`src/rtl/sbh_pkg.sv`:
```
// Shared types, constants and mixing functions for the byte stream hash.
`timescale 1ns / 1ps

package sbh_pkg;

    localparam int HASH_W      = 32;
    localparam int QUEUE_DEPTH = 4;
    localparam int QPTR_W      = $clog2(QUEUE_DEPTH);
    localparam int QCNT_W      = $clog2(QUEUE_DEPTH + 1);

    // One unit of work handed from the front to the back.
    typedef struct packed {
        logic              first;   // first work unit of a message: seed the hash
        logic              empty;   // empty message, result is zero
        logic              group;   // data holds a full four-byte group
        logic              last;    // message ends with this unit
        logic [1:0]        rem;     // tail bytes left for the finish step
        logic [HASH_W-1:0] seed;    // message length, zero-extended
        logic [HASH_W-1:0] data;    // full group, or pending tail bytes
    } sbh_entry_t;

    function automatic logic [HASH_W-1:0] sext8(input logic [7:0] b);
        return {{(HASH_W-8){b[7]}}, b};
    endfunction

    function automatic logic [HASH_W-1:0] mix_group(input logic [HASH_W-1:0] h,
                                                    input logic [HASH_W-1:0] w);
        logic [HASH_W-1:0] h1;
        logic [HASH_W-1:0] t;
        logic [HASH_W-1:0] h2;
        h1 = h + {16'd0, w[15:0]};
        t  = ({16'd0, w[31:16]} << 11) ^ h1;
        h2 = (h1 << 16) ^ t;
        return h2 + (h2 >> 11);
    endfunction

endpackage

```
`src/rtl/sbh_front.sv`:
```
// Front end: tracks message position, gathers groups and issues work units.
`timescale 1ns / 1ps

module sbh_front #(
    parameter int LENGTH_BITS = 31
) (
    input  logic                clk,
    input  logic                rst_n,
    input  logic                byte_valid,
    output logic                byte_stall,
    input  logic [7:0]          byte_value,
    input  logic [30:0]         message_length,
    input  logic                q_full,
    output logic                q_push,
    output sbh_pkg::sbh_entry_t q_entry
);
    import sbh_pkg::*;

    logic                   active_reg, active_next;
    logic                   seed_pend_reg, seed_pend_next;
    logic [LENGTH_BITS-1:0] len_reg, len_next;
    logic [LENGTH_BITS-1:0] seen_reg, seen_next;
    logic [23:0]            pend_reg, pend_next;

    logic                   accept;
    logic [LENGTH_BITS-1:0] cur_len;
    logic [LENGTH_BITS-1:0] cur_seen;
    logic [LENGTH_BITS-1:0] new_seen;
    logic [23:0]            cur_pend;
    logic [23:0]            new_pend;
    logic                   cur_seed;
    logic                   is_empty;
    logic                   is_group;
    logic                   is_last;

    assign byte_stall = q_full;
    assign accept     = byte_valid && !q_full;

    always_comb
    begin
        cur_len  = active_reg ? len_reg : message_length[LENGTH_BITS-1:0];
        cur_seen = active_reg ? seen_reg : '0;
        cur_pend = active_reg ? pend_reg : '0;
        cur_seed = active_reg ? seed_pend_reg : 1'b1;
        is_empty = !active_reg && (cur_len == '0);
        is_group = (cur_seen[1:0] == 2'd3);
        new_seen = cur_seen + 1'b1;
        is_last  = (new_seen == cur_len);

        case (cur_seen[1:0])
            2'd0:    new_pend = {16'd0, byte_value};
            2'd1:    new_pend = {8'd0, byte_value, cur_pend[7:0]};
            2'd2:    new_pend = {byte_value, cur_pend[15:0]};
            default: new_pend = '0;
        endcase

        q_push        = accept && (is_empty || is_group || is_last);
        q_entry.first = cur_seed;
        q_entry.empty = is_empty;
        q_entry.group = is_group && !is_empty;
        q_entry.last  = is_last && !is_empty;
        q_entry.rem   = new_seen[1:0];
        q_entry.seed  = {{(HASH_W-LENGTH_BITS){1'b0}}, cur_len};
        q_entry.data  = is_group ? {byte_value, cur_pend} : {8'd0, new_pend};

        active_next    = active_reg;
        seed_pend_next = seed_pend_reg;
        len_next       = len_reg;
        seen_next      = seen_reg;
        pend_next      = pend_reg;
        if (accept && !is_empty)
        begin
            if (is_last)
            begin
                active_next = 1'b0;
            end
            else
            begin
                active_next    = 1'b1;
                seed_pend_next = cur_seed && !q_push;
                len_next       = cur_len;
                seen_next      = new_seen;
                pend_next      = new_pend;
            end
        end
    end

    always_ff @(posedge clk or negedge rst_n)
    begin
        if (!rst_n)
        begin
            active_reg    <= 1'b0;
            seed_pend_reg <= 1'b0;
            len_reg       <= '0;
            seen_reg      <= '0;
            pend_reg      <= '0;
        end
        else
        begin
            active_reg    <= active_next;
            seed_pend_reg <= seed_pend_next;
            len_reg       <= len_next;
            seen_reg      <= seen_next;
            pend_reg      <= pend_next;
        end
    end

endmodule

```
`src/rtl/sbh_queue.sv`:
```
// Short work queue between the front end and the hash back end.
`timescale 1ns / 1ps

module sbh_queue (
    input  logic                clk,
    input  logic                rst_n,
    input  logic                push,
    input  sbh_pkg::sbh_entry_t push_entry,
    output logic                full,
    input  logic                pop,
    output logic                not_empty,
    output sbh_pkg::sbh_entry_t pop_entry
);
    import sbh_pkg::*;

    sbh_entry_t        mem [QUEUE_DEPTH];
    logic [QPTR_W-1:0] wr_ptr_reg, wr_ptr_next;
    logic [QPTR_W-1:0] rd_ptr_reg, rd_ptr_next;
    logic [QCNT_W-1:0] count_reg, count_next;
    logic              do_push;
    logic              do_pop;

    assign full      = (count_reg == QCNT_W'(QUEUE_DEPTH));
    assign not_empty = (count_reg != '0);
    assign pop_entry = mem[rd_ptr_reg];
    assign do_push   = push && !full;
    assign do_pop    = pop && not_empty;

    always_comb
    begin
        wr_ptr_next = do_push ? wr_ptr_reg + 1'b1 : wr_ptr_reg;
        rd_ptr_next = do_pop ? rd_ptr_reg + 1'b1 : rd_ptr_reg;
        count_next  = count_reg;
        if (do_push && !do_pop)
        begin
            count_next = count_reg + 1'b1;
        end
        else if (do_pop && !do_push)
        begin
            count_next = count_reg - 1'b1;
        end
    end

    always_ff @(posedge clk)
    begin
        if (do_push)
        begin
            mem[wr_ptr_reg] <= push_entry;
        end
    end

    always_ff @(posedge clk or negedge rst_n)
    begin
        if (!rst_n)
        begin
            wr_ptr_reg <= '0;
            rd_ptr_reg <= '0;
            count_reg  <= '0;
        end
        else
        begin
            wr_ptr_reg <= wr_ptr_next;
            rd_ptr_reg <= rd_ptr_next;
            count_reg  <= count_next;
        end
    end

endmodule

```
`src/rtl/sbh_back.sv`:
```
// Back end: group mixing into the running hash, then a pipelined finish.
`timescale 1ns / 1ps

module sbh_back (
    input  logic                        clk,
    input  logic                        rst_n,
    input  logic                        q_not_empty,
    input  sbh_pkg::sbh_entry_t         q_entry,
    output logic                        q_pop,
    output logic                        hash_valid,
    input  logic                        hash_stall,
    output logic [sbh_pkg::HASH_W-1:0]  hash_value
);
    import sbh_pkg::*;

    logic              adv;
    logic [HASH_W-1:0] h_in;
    logic [HASH_W-1:0] h_mix;
    logic              s0_fin;

    logic [HASH_W-1:0] run_hash_reg;
    logic              s1_valid_reg, s2_valid_reg, s3_valid_reg, s4_valid_reg, s5_valid_reg;
    logic [HASH_W-1:0] s1_h_reg, s2_h_reg, s3_h_reg, s4_h_reg, s5_h_reg;
    logic [1:0]        s1_rem_reg, s2_rem_reg;
    logic [23:0]       s1_pend_reg;
    logic              hash_valid_reg;
    logic [HASH_W-1:0] hash_value_reg;

    logic [HASH_W-1:0] s1_a;
    logic [HASH_W-1:0] s1_x;
    logic [HASH_W-1:0] s2_a;
    logic [HASH_W-1:0] s3_a;
    logic [HASH_W-1:0] s4_a;
    logic [HASH_W-1:0] s5_a;

    // The whole pipeline moves together whenever the output register can take a beat.
    assign adv   = !hash_valid_reg || !hash_stall;
    assign q_pop = adv && q_not_empty;

    always_comb
    begin
        h_in   = q_entry.first ? q_entry.seed : run_hash_reg;
        h_mix  = q_entry.group ? mix_group(h_in, q_entry.data) : h_in;
        s0_fin = q_entry.last || q_entry.empty;

        // Tail step, first half: add the tail word and spread it.
        case (s1_rem_reg)
            2'd3:
            begin
                s1_a = s1_h_reg + {16'd0, s1_pend_reg[15:0]};
                s1_x = s1_a ^ (s1_a << 16);
                s1_x = s1_x ^ (sext8(s1_pend_reg[23:16]) << 18);
            end
            2'd2:
            begin
                s1_a = s1_h_reg + {16'd0, s1_pend_reg[15:0]};
                s1_x = s1_a ^ (s1_a << 11);
            end
            2'd1:
            begin
                s1_a = s1_h_reg + sext8(s1_pend_reg[7:0]);
                s1_x = s1_a ^ (s1_a << 10);
            end
            default:
            begin
                s1_a = s1_h_reg;
                s1_x = s1_h_reg;
            end
        endcase

        case (s2_rem_reg)
            2'd3:    s2_a = s2_h_reg + (s2_h_reg >> 11);
            2'd2:    s2_a = s2_h_reg + (s2_h_reg >> 17);
            2'd1:    s2_a = s2_h_reg + (s2_h_reg >> 1);
            default: s2_a = s2_h_reg;
        endcase
        s2_a = s2_a ^ (s2_a << 3);

        s3_a = s3_h_reg + (s3_h_reg >> 5);
        s3_a = s3_a ^ (s3_a << 4);

        s4_a = s4_h_reg + (s4_h_reg >> 17);
        s4_a = s4_a ^ (s4_a << 25);

        s5_a = s5_h_reg + (s5_h_reg >> 6);
    end

    always_ff @(posedge clk or negedge rst_n)
    begin
        if (!rst_n)
        begin
            run_hash_reg   <= '0;
            s1_valid_reg   <= 1'b0;
            s2_valid_reg   <= 1'b0;
            s3_valid_reg   <= 1'b0;
            s4_valid_reg   <= 1'b0;
            s5_valid_reg   <= 1'b0;
            hash_valid_reg <= 1'b0;
        end
        else if (adv)
        begin
            if (q_not_empty && !s0_fin)
            begin
                run_hash_reg <= h_mix;
            end
            s1_valid_reg   <= q_not_empty && s0_fin;
            s2_valid_reg   <= s1_valid_reg;
            s3_valid_reg   <= s2_valid_reg;
            s4_valid_reg   <= s3_valid_reg;
            s5_valid_reg   <= s4_valid_reg;
            hash_valid_reg <= s5_valid_reg;
        end
    end

    always_ff @(posedge clk)
    begin
        if (adv)
        begin
            // An empty message enters as zero, which the finish leaves at zero.
            s1_h_reg       <= q_entry.empty ? '0 : h_mix;
            s1_rem_reg     <= q_entry.empty ? 2'd0 : q_entry.rem;
            s1_pend_reg    <= q_entry.data[23:0];
            s2_h_reg       <= s1_x;
            s2_rem_reg     <= s1_rem_reg;
            s3_h_reg       <= s2_a;
            s4_h_reg       <= s3_a;
            s5_h_reg       <= s4_a;
            hash_value_reg <= s5_a;
        end
    end

    assign hash_valid = hash_valid_reg;
    assign hash_value = hash_value_reg;

endmodule

```
`src/rtl/byte_stream_hash_32_top.sv`:
```
// The last unit passes the work queue, finish stages s1 to s5 and the output register.
// Throughput: one byte beat per cycle while the work queue is not full (byte_stall low).
// An empty message yields a zero hash along the same path.
// A stall on the hash output freezes the finish pipeline; the work queue holds four work units.
// Reset (rst_n low, asynchronous) drops any partial message and empties queue and pipeline.
`timescale 1ns / 1ps

module byte_stream_hash_32_top #(
    parameter int LENGTH_BITS = 31
) (
    input  logic                       clk,
    input  logic                       rst_n,
    input  logic                       byte_valid,
    output logic                       byte_stall,
    input  logic [7:0]                 byte_value,
    input  logic [30:0]                message_length,
    output logic                       hash_valid,
    input  logic                       hash_stall,
    output logic [sbh_pkg::HASH_W-1:0] hash_value
);
    import sbh_pkg::*;

    logic       q_full;
    logic       q_push;
    logic       q_pop;
    logic       q_not_empty;
    sbh_entry_t push_entry;
    sbh_entry_t pop_entry;

    sbh_front #(
        .LENGTH_BITS (LENGTH_BITS)
    ) u_front (
        .clk            (clk),
        .rst_n          (rst_n),
        .byte_valid     (byte_valid),
        .byte_stall     (byte_stall),
        .byte_value     (byte_value),
        .message_length (message_length),
        .q_full         (q_full),
        .q_push         (q_push),
        .q_entry        (push_entry)
    );

    sbh_queue u_queue (
        .clk        (clk),
        .rst_n      (rst_n),
        .push       (q_push),
        .push_entry (push_entry),
        .full       (q_full),
        .pop        (q_pop),
        .not_empty  (q_not_empty),
        .pop_entry  (pop_entry)
    );

    sbh_back u_back (
        .clk         (clk),
        .rst_n       (rst_n),
        .q_not_empty (q_not_empty),
        .q_entry     (pop_entry),
        .q_pop       (q_pop),
        .hash_valid  (hash_valid),
        .hash_stall  (hash_stall),
        .hash_value  (hash_value)
    );

endmodule
```
`config.mk`:
```
export PLATFORM = sky130hd
export DESIGN_NAME = byte_stream_hash_32_top
export DESIGN_NICKNAME = d
export VERILOG_FILES = /design/src/rtl/sbh_pkg.sv /design/src/rtl/sbh_front.sv /design/src/rtl/sbh_queue.sv /design/src/rtl/sbh_back.sv /design/src/rtl/byte_stream_hash_32_top.sv
export SDC_FILE = /design/constraint.sdc
export NUM_CORES = 1
export LEC_CHECK = 0
export ABC_AREA = 1
export BUFFER_PORTS_ARGS = -buffer_cell sky130_fd_sc_hd__buf_2
export CORE_MARGIN = 2
export CORE_UTILIZATION = 55
export DETAILED_ROUTE_END_ITERATION = 16
export PLACE_DENSITY = 0.78
export SKIP_CTS_REPAIR_TIMING = 1
export SLEW_MARGIN = 30
export SYNTH_ARGS = -nofsm -noshare
export SYNTH_HDL_FRONTEND = slang
export SYNTH_SLANG_ARGS = --single-unit
```
`constraint.sdc`:
```
create_clock -name clk -period 14 [get_ports clk]
set_clock_uncertainty 0.2 [all_clocks]
set_input_delay 2.8 -clock clk [delete_from_list [all_inputs] [get_ports clk]]
set_output_delay 2.8 -clock clk [all_outputs]
set_load 0.02 [all_outputs]
```
# Word level (Yosys, flattened, before mapping)
# Memories as Yosys holds them, arrays and structs flattened.
# Cells that the tools add are included.
dict set report totals {
  regBits 353
  latch_bits 0
  mem_bits_rw 276
  romBits 0
  inputBits 43
  out_inout_bits 34
  word_cells 109
  mem_count 1
}
dict set report op_classes {
  addsub 15
  multipliers 0
  div 0
  n_lt_le_gt_ge 0
  n_eq_ne 11
  n_shift 0
  muxes 15
  bitwise 10
  reduce_logical 33
}
# name words word_bits rd rd_clocked_by_memory_dff write_ports line
set memory_table {}
lappend memory_table {u_queue.mem 4 69 1 0 1 sbh_queue.sv:16} ;# sbh_entry_t mem [QUEUE_DEPTH];
# op count
set op_table {}
lappend op_table {{$xor 32x32->32} 8}
lappend op_table {{$pmux 32 s3} 2}
lappend op_table {{$mux 32} 3}
lappend op_table {{$pmux 24 s3} 1}
lappend op_table {{$add 32x15->32} 2}
lappend op_table {{$add 32x16->32} 2}
lappend op_table {{$add 32x21->32} 2}
lappend op_table {{$mux 31} 2}
lappend op_table {{$add 32x26->32} 1}
lappend op_table {{$add 32x27->32} 1}
lappend op_table {{$add 32x31->32} 1}
lappend op_table {{$add 32x32->32} 1}
lappend op_table {{$xor 27x32->32} 1}
lappend op_table {{$add 31x1->31 const B} 1}
lappend op_table {{$eq 31x31->1} 1}
lappend op_table {{$logic_not 31->1} 1}
lappend op_table {{$mux 24} 1}
lappend op_table {{$logic_and 1x1->1} 14}
lappend op_table {{$eq 2x2->1 const B} 6}
lappend op_table {{$logic_not 1->1} 9}
lappend op_table {{$eq 2x1->1 const B} 3}
lappend op_table {{$mux 3} 2}
lappend op_table {{$add 2x1->2 const B} 2}
lappend op_table {{$logic_or 1x1->1} 4}
lappend op_table {{9 further kinds} 13}

# Depth between registers and ports, before layout
# Gate-level depths: netlist of the first run.
dict set report logic_depth {
  ltp_word 11
  mapped_depth 39
  depth_no_buf 37
}

# Hierarchy
# From an unflattened synthesis of the first run, not the netlist that was laid out.
dict set report unflattened {
  cells_unflattened 5240
  area_unflattened_um2 42275.5
}
# module instances cells_each area_each_um2
set by_module_without_submodules {}
lappend by_module_without_submodules {sbh_back 1 3244 23724.0}
lappend by_module_without_submodules {sbh_queue 1 877 11697.5}
lappend by_module_without_submodules {sbh_front 1 1119 6854.1}

# Least setup slack after synthesis of the first run
# No wires, ideal clock.
dict set report synth_path {
  path_kind {input to register}
  startpoint {in hash_stall}
  endpoint {reg u_back.s2_valid_reg}
  setup_ns 0.413
  arrival_ns 9.322
  required_time_ns 13.387
  slack_ns 4.065
  path_stages 3
  cell_sequence {nand2_1 -> clkbuf_1 -> a21oi_1}
}
dict set report synth_via {
  elab_chain_len 2
}
# element line
set synth_rtl {}
lappend synth_rtl {{start: declaration} byte_stream_hash_32_top.sv:18} ;# input logic hash_stall,
lappend synth_rtl {{$logic_not 1->1} sbh_back.sv:37} ;# assign adv = !hash_valid_reg || !hash_stall;
lappend synth_rtl {{$logic_or 1x1->1} sbh_back.sv:37}
lappend synth_rtl {{net u_back.adv} sbh_back.sv:16} ;# logic adv;
lappend synth_rtl {{end signal: assignment} sbh_back.sv:107} ;# s2_valid_reg <= s1_valid_reg;
lappend synth_rtl {{end: declaration} sbh_back.sv:22} ;# logic s1_valid_reg, s2_valid_reg, s3_valid_reg, s4_valid_reg, s5_valid_reg;
# The timed path passes the listed nets, and every way through them passes these cells.
# A chain may end at the register's enable or synchronous reset.

# Worst setup path in the final report of the first run
dict set report layout_path {
  startpoint {reg u_queue.rd_ptr_reg[0]}
  endpoint {reg u_back.s1_h_reg[16], data pin}
}
dict set report layout_via {
  elab_chain_len 7
}
# element line
set layout_rtl {}
lappend layout_rtl {{start: declaration} sbh_queue.sv:18} ;# logic [QPTR_W-1:0] rd_ptr_reg, rd_ptr_next;
lappend layout_rtl {{start signal: assignment} sbh_queue.sv:63} ;# rd_ptr_reg <= rd_ptr_next;
lappend layout_rtl {{$mem_v2 4x69 *} n/a}
lappend layout_rtl {{$mux 32} sbh_back.sv:42} ;# h_in = q_entry.first ? q_entry.seed : run_hash_reg;
lappend layout_rtl {{$add 32x16->32} sbh_pkg.sv:31} ;# h1 = h + {16'd0, w[15:0]};
lappend layout_rtl {{$xor 27x32->32} sbh_pkg.sv:32} ;# t = ({16'd0, w[31:16]} << 11) ^ h1;
lappend layout_rtl {{$xor 32x32->32} sbh_pkg.sv:33} ;# h2 = (h1 << 16) ^ t;
lappend layout_rtl {{$add 32x21->32} sbh_pkg.sv:34} ;# return h2 + (h2 >> 11);
lappend layout_rtl {{$mux 32} sbh_back.sv:43} ;# h_mix = q_entry.group ? mix_group(h_in, q_entry.data) : h_in;
lappend layout_rtl {{end signal: assignment} sbh_back.sv:120} ;# s1_h_reg <= q_entry.empty ? '0 : h_mix;
lappend layout_rtl {{end: declaration} sbh_back.sv:23} ;# logic [HASH_W-1:0] s1_h_reg, s2_h_reg, s3_h_reg, s4_h_reg, s5_h_reg;
# Every way passes the cells marked *; elsewhere a longest branch is shown, timed or not.

==> flow_summary.ini, run 1 <==
[timing]
timing.hold.ws_ps = 275.7
final_setup_viols = 0
hold_viol_final = 0
slew-limit-headroom_pct = 30.83
unrepaired_setup_endpoints_after_global_routing = no
period_share_pct = 52.47
finalCriticalPeriod_ps = 7345
post-route-worst-setup-slack_ps = 6655
max_clock_freq_mhz = 136.1
maxSlewViolCount = 0
final_total_negative_setup_slack_ps = 0
max_slew.worst_pin.slew_ps = 1027

[place]
gpl.final_weighted_congestion = 1.034
place_hpwl_mm = 77.31
pre_cts_slack_ps = 6883
portBuffers = 76
dp.cells = 5476

[critical_path]
worst-endpoint-required_ps = 14270
critical-path-top-cell-by-count = sky130_fd_sc_hd__nand2_1
r2r.worst_path.cells = 29
worst_endpoint_data_arrival_time_ps = 7610
timing.critical_path.to_type = flop
regToRegStartpoint = u_queue.rd_ptr_reg[0]$_DFFE_PN0P_
crit_path_start = u_queue.rd_ptr_reg[0]$_DFFE_PN0P_
crit_slowest_cell = sky130_fd_sc_hd__buf_4
reg2reg_end = u_back.s1_h_reg[16]$_SDFFCE_PP0N_
crit_path_max_incr_delay_ps = 830
worst-setup-path-type = flop to flop
worstSetupStartpointType = flop
ff2ff_setup_slack_ps = 6650
worst-path-max-fanout = 94

[layout]
final_cells = 5603
syn_to_final_growth_pct = 9.042
num_antenna_cells = 0
finalNetCount = 4845
most-common-layout-cells = sky130_fd_sc_hd__nand2_1, sky130_fd_sc_hd__edfxtp_1, sky130_fd_sc_hd__inv_1, sky130_fd_sc_hd__nor2_1, sky130_fd_sc_hd__o21ai_0
mostFrequentLayoutCell = sky130_fd_sc_hd__nand2_1
largest_register_ff_count = 276
layout-drive-gt1-share_pct = 6.648
largest-register = u_queue.mem

[worst_hold_path]
min-delay-start = u_front.seen_reg[19]$_DFFE_PN0P_
whs_endpoint = u_front.seen_reg[19]$_DFFE_PN0P_
hold_removal_path_class = flop to flop
hold_path_depth = 2

[drt]
1st_iter_drt_viols = 3108
drc_errors = 0
drt_wl_total_mm = 106.1
post_route_ant_nets = 0
drt_pre_antenna_iters = 10
vias = 32360
vias_per_cell = 5.776
routed_wire_length_per_instance_um = 18.94

[floorplanning]
core_area_um2 = 69910
fp.dieArea_um2 = 72740
die_x_um = 269.7
floorplan.die.height_um = 269.7
floorplan.initialDensity_pct = 55.54
io_pins = 77
row_count = 97

[yosys]
ys.warnings.count = 0
net_count_of_the_mapped_netlist = 4801
synthDistinctLibCells = 58
total_standard_cell_area_after_synthesis_um2 = 38830
yosys_most_used_dff = sky130_fd_sc_hd__edfxtp_1
synthesis.instances = 4563
number_of_enable_flip_flop_cells_after_synthesis = 496
async_sr_flop_fraction_pct = 21.14
seq_area_frac_synth_pct = 46.93
ys_seq_elements = 629
post_synth.cell_area_avg_um2 = 8.509

[global_routing]
grt.total_usage_pct = 28.74
antenna_found_initial = 1
global_route.overflow_total = 0
grt_pass1_wl_mm = 166.2
grt_start_max_net_pins = 95
number_of_global_route_vias_before_repair = 30920

[clocking]
max-clock-path-buffers = 3
clk_sinks = 629
htree_levels = 3
tritoncts = built
cts-buffers-inserted = 68
clk_pin_slew_ps = 60
clockRootBuffer = sky130_fd_sc_hd__clkbuf_16
clkLatencyLatePin_ps = 630

[job]
max_cap_violations = 0

[status]
run_status = completed
cell families after synthesis:
logic type | synth area share, %
compound gates | 12.37
xor+xnor | 7.012
fa+ha+maj | 6.438
buf+inv | 5.778
flops | 46.93
mux | 0.05478
simple gates | 21.42
routing by layer:
layer | vias to the layer above | GRT usage, % | part of all wire, %
met5 | - | 0 | 0
met4 | 0 | 15.51 | 6.0
met3 | 329 | 4.177 | 7.5
met2 | 1409 | 47.04 | 46
met1 | 15070 | 36.98 | 40
li1 | 15550 | - | -
final cells by class:
cell class / count / area [um^2]
fillers: 5933 / 27570
multi-input cells: 3360 / 18420
flip-flops and latches: 629 / 18230
clock buffers: 94 / 1871
inverters: 447 / 1680
well taps: 940 / 1176
repair buffers: 101 / 596.8
clock inverters: 32 / 362.8
synth_stat cells (all sizes together), types with 7 or more instances:
cell        n  share of area, %
a21boi     20              0.39
a21o       19              0.37
a21oi     220               2.8
a31o       12              0.27
a31oi      31              0.50
and2        7              0.11
buf        39              0.61
clkbuf     88              0.85
dfrtp     133               8.6
edfxtp    496                38
fa          8              0.41
ha        187               6.0
inv       441               4.3
nand2    1137                11
nand3     224               2.9
nand3b      7              0.14
nand4      58              0.93
nor2      416               4.1
nor3       40              0.60
nor4       19              0.32
o2111ai     8              0.18
o211ai     14              0.27
o21a       13              0.25
o21ai     448               5.8
o21bai     14              0.27
o221ai     18              0.41
o22ai      40              0.64
or2        69               1.1
xnor2      96               2.2
xor2      214               4.8
worst max-delay path by stage:
| stage | slack, ps | endpoint | cells after the start |
|---|---|---|---|
| 6_report | 6650 | u_back.s1_h_reg[16]$_SDFFCE_PP0N_ | 29 |
| 3_3_place_gp | 7020 | u_back.s1_h_reg[16]$_SDFFCE_PP0N_ | 29 |
| 4_1_cts | 6850 | u_back.s1_h_reg[16]$_SDFFCE_PP0N_ | 29 |
| 2_1_floorplan | 4070 | u_back.s2_valid_reg$_DFFE_PN0N_ | 3 |
| 5_1_grt | 6110 | u_back.s1_h_reg[16]$_SDFFCE_PP0N_ | 29 |
| 3_5_place_dp | 6880 | u_back.s1_h_reg[16]$_SDFFCE_PP0N_ | 29 |
critical path, delay by kind of cell (launching register included):
family	cells	cell delay, ps
compound gates	9	1790
xor+xnor	3	900
fa+ha+maj	3	1020
buf+inv	6	1630
flops	1	750
simple gates	8	830
stage by stage:
step / area (um^2) / util (%)
floorplan: 38830 / -
global placement: 40070 / 57.31
detailed placement: 40090 / 57.34
CTS: 42320 / 60.54
global route: 42340 / 60.57
finish: 42340 / 60.57
Power of run 1 is left out: the tool's default activity adds up to more than one toggle a clock period on the data nets, which glitch-free logic cannot reach.
==> run 2, diff against run 1 <==
- PLACE_DENSITY: 0.78 -> 0.81
- clock period: 14 -> 6.06 ns (I/O delays scaled with it)
==> run 2 against run 1 <==
  * Worst hold slack worse by 16 ps
  * Non-clock buffer count increased by 78
  * Sequential cell count is the same
  * Critical path type unchanged
  * Highest routed layer is now met5
==> flow_summary.ini, run 2 (synthesis gave the netlist of run 1 again) <==
[layout]
final_core_utilization_pct = 61.71
layout.area.seq_um2 = 18230
layout-drive-gt1-share_pct = 8.608
most-common-layout-cells = sky130_fd_sc_hd__nand2_1, sky130_fd_sc_hd__edfxtp_1, sky130_fd_sc_hd__inv_1, sky130_fd_sc_hd__nor2_1, sky130_fd_sc_hd__o21ai_0
finalInstanceArea_um2 = 43140
largest-register = u_queue.mem
num-fill-cells = 5891
syn_to_final_growth_pct = 11.10
largest_register_ff_count = 276
num_antenna_cells = 0
finalNetCount = 4923
mostFrequentLayoutCell = sky130_fd_sc_hd__nand2_1
multiInputGateArea_um2 = 18540

[global_routing]
grt_start_max_net_pins = 156
antenna_found_initial = 1
grt.total_usage_pct = 30.35
global_route.overflow_total = 0
number_of_global_route_vias_before_repair = 30720
grt_pass1_wl_mm = 172.8

[place]
gpl.final_weighted_congestion = 1.011
place_hpwl_mm = 83.96
placed_area_um2 = 40770
portBuffers = 76
pre_cts_slack_ps = 307.4

[drt]
vias_per_cell = 5.735
routed_wire_length_per_instance_um = 19.75
vias = 32570
1st_iter_drt_viols = 3264
post_route_ant_nets = 0
drt_pre_antenna_iters = 7
drc_errors = 0
drt_wl_total_mm = 112.2

[clocking]
tritoncts = built
max-clock-path-buffers = 3
clockRootBuffer = sky130_fd_sc_hd__clkbuf_16
clkLatencyLatePin_ps = 620
htree_levels = 3
cts-buffers-inserted = 68
clk_pin_slew_ps = 60
clk_sinks = 629

[timing]
max_clock_freq_mhz = 176.5
post-route-worst-setup-slack_ps = 394.3
finalCriticalPeriod_ps = 5666
hold_viol_final = 0
slew-limit-headroom_pct = 31.70
max_slew.worst_pin.slew_ps = 1014
maxSlewViolCount = 0
unrepaired_setup_endpoints_after_global_routing = no
period_share_pct = 93.49
final_setup_viols = 0

[floorplanning]
row_count = 97
die_x_um = 269.7
core_area_um2 = 69910
fp.dieArea_um2 = 72740
floorplan.die.height_um = 269.7
io_pins = 77
floorplan.initialDensity_pct = 55.54

[job]
max_cap_violations = 0

[worst_hold_path]
min-delay-start = u_back.s5_valid_reg$_DFFE_PN0N_
hold_removal_path_class = flop to flop
whs_endpoint = u_back.hash_valid$_DFFE_PN0N_
hold_path_depth = 2

[critical_path]
worst-path-max-fanout = 104
regToRegStartpoint = u_queue.rd_ptr_reg[0]$_DFFE_PN0P_
worst_endpoint_data_arrival_time_ps = 5810
worstPathBufferInverterCount = 6
r2r.worst_path.cells = 28
timing.critical_path.to_type = flop
worstSetupStartpointType = flop
worst-setup-path-type = flop to flop
crit_path_max_incr_delay_ps = 520
worst-endpoint-required_ps = 6210
critPathTopFamily = compound AO/OA/AOI/OAI gates
reg2reg_end = u_back.s1_h_reg[20]$_SDFFCE_PP0N_
ff2ff_setup_slack_ps = 390
crit_slowest_cell = sky130_fd_sc_hd__dfrtp_4
critical-path-top-cell-by-count = sky130_fd_sc_hd__nand2_1

[status]
run_status = completed
## run 2: changes by cell type in the layout (fill, tap and decap cells not counted), moves of 4 or more
cell,change
sky130_fd_sc_hd__buf_4,+71
sky130_fd_sc_hd__a31oi_1,-9
sky130_fd_sc_hd__a31oi_2,+9
sky130_fd_sc_hd__buf_12,+9
sky130_fd_sc_hd__clkinv_1,+5
sky130_fd_sc_hd__o22ai_1,-5
sky130_fd_sc_hd__o22ai_2,+5
sky130_fd_sc_hd__clkinvlp_4,+4
## run 2: cell type report
type / count / area share (%)
Clock buffer: 89 / 4.272
Sequential cell: 629 / 42.26
Tap cell: 940 / 2.726
Clock inverter: 36 / 0.8440
Inverter: 447 / 3.895
Timing Repair Buffer: 179 / 3.022
Multi-Input combinational cell: 3360 / 42.98
## run 2: how the worst max path moves through the flow
stage / startpoint / endpoint / slack, ps / cells past startpoint
finish: u_queue.rd_ptr_reg[0]$_DFFE_PN0P_ / u_back.s1_h_reg[20]$_SDFFCE_PP0N_ / 390 / 28
global route: u_queue.rd_ptr_reg[0]$_DFFE_PN0P_ / u_back.s1_h_reg[29]$_SDFFCE_PP0N_ / 30 / 33
CTS: u_queue.rd_ptr_reg[0]$_DFFE_PN0P_ / u_back.s1_h_reg[24]$_SDFFCE_PP0N_ / 290 / 25
detailed placement: u_queue.rd_ptr_reg[0]$_DFFE_PN0P_ / u_back.s1_h_reg[24]$_SDFFCE_PP0N_ / 310 / 25
global placement: u_queue.rd_ptr_reg[0]$_DFFE_PN0P_ / u_back.s1_h_reg[24]$_SDFFCE_PP0N_ / 360 / 26
floorplan: u_front.active_reg$_DFFE_PN0P_ / u_queue.mem[0][0]$_DFFE_PP_ / -310 / 20
## run 2: through the flow
stage	hold slack, ps	cells	setup TNS [ps]
final	259.6	5680	0
after CTS	265.8	5678	0
after floorplan	219.8	4563	-84860
after detailed placement	253.2	5553	0
after global routing	302.0	5680	0
after global placement	246.4	5552	0
## run 2: layer usage
layer / up-vias / global-route usage (%) / share of wire [%] / wire, um
li1: 15690 / - / - / -
met1: 15300 / 39.26 / 41 / 45590
met2: 1334 / 51.43 / 48 / 54170
met3: 244 / 3.829 / 6.6 / 7375
met4: 2 / 13.04 / 4.5 / 5042
met5: - / 0 / 0.012 / 13
## run 2: worst reg2reg max path: cells and delay by family (launching register included)
kind	cells	cell delay, ps
AOI/OAI and AO/OA	7	1670
xor gates and xnor gates	1	210
adders and majority gates	2	770
buffers and inverters	6	960
DFF	1	520
and+or+nand+nor	12	1080
Power of run 2 is left out for the same reason.
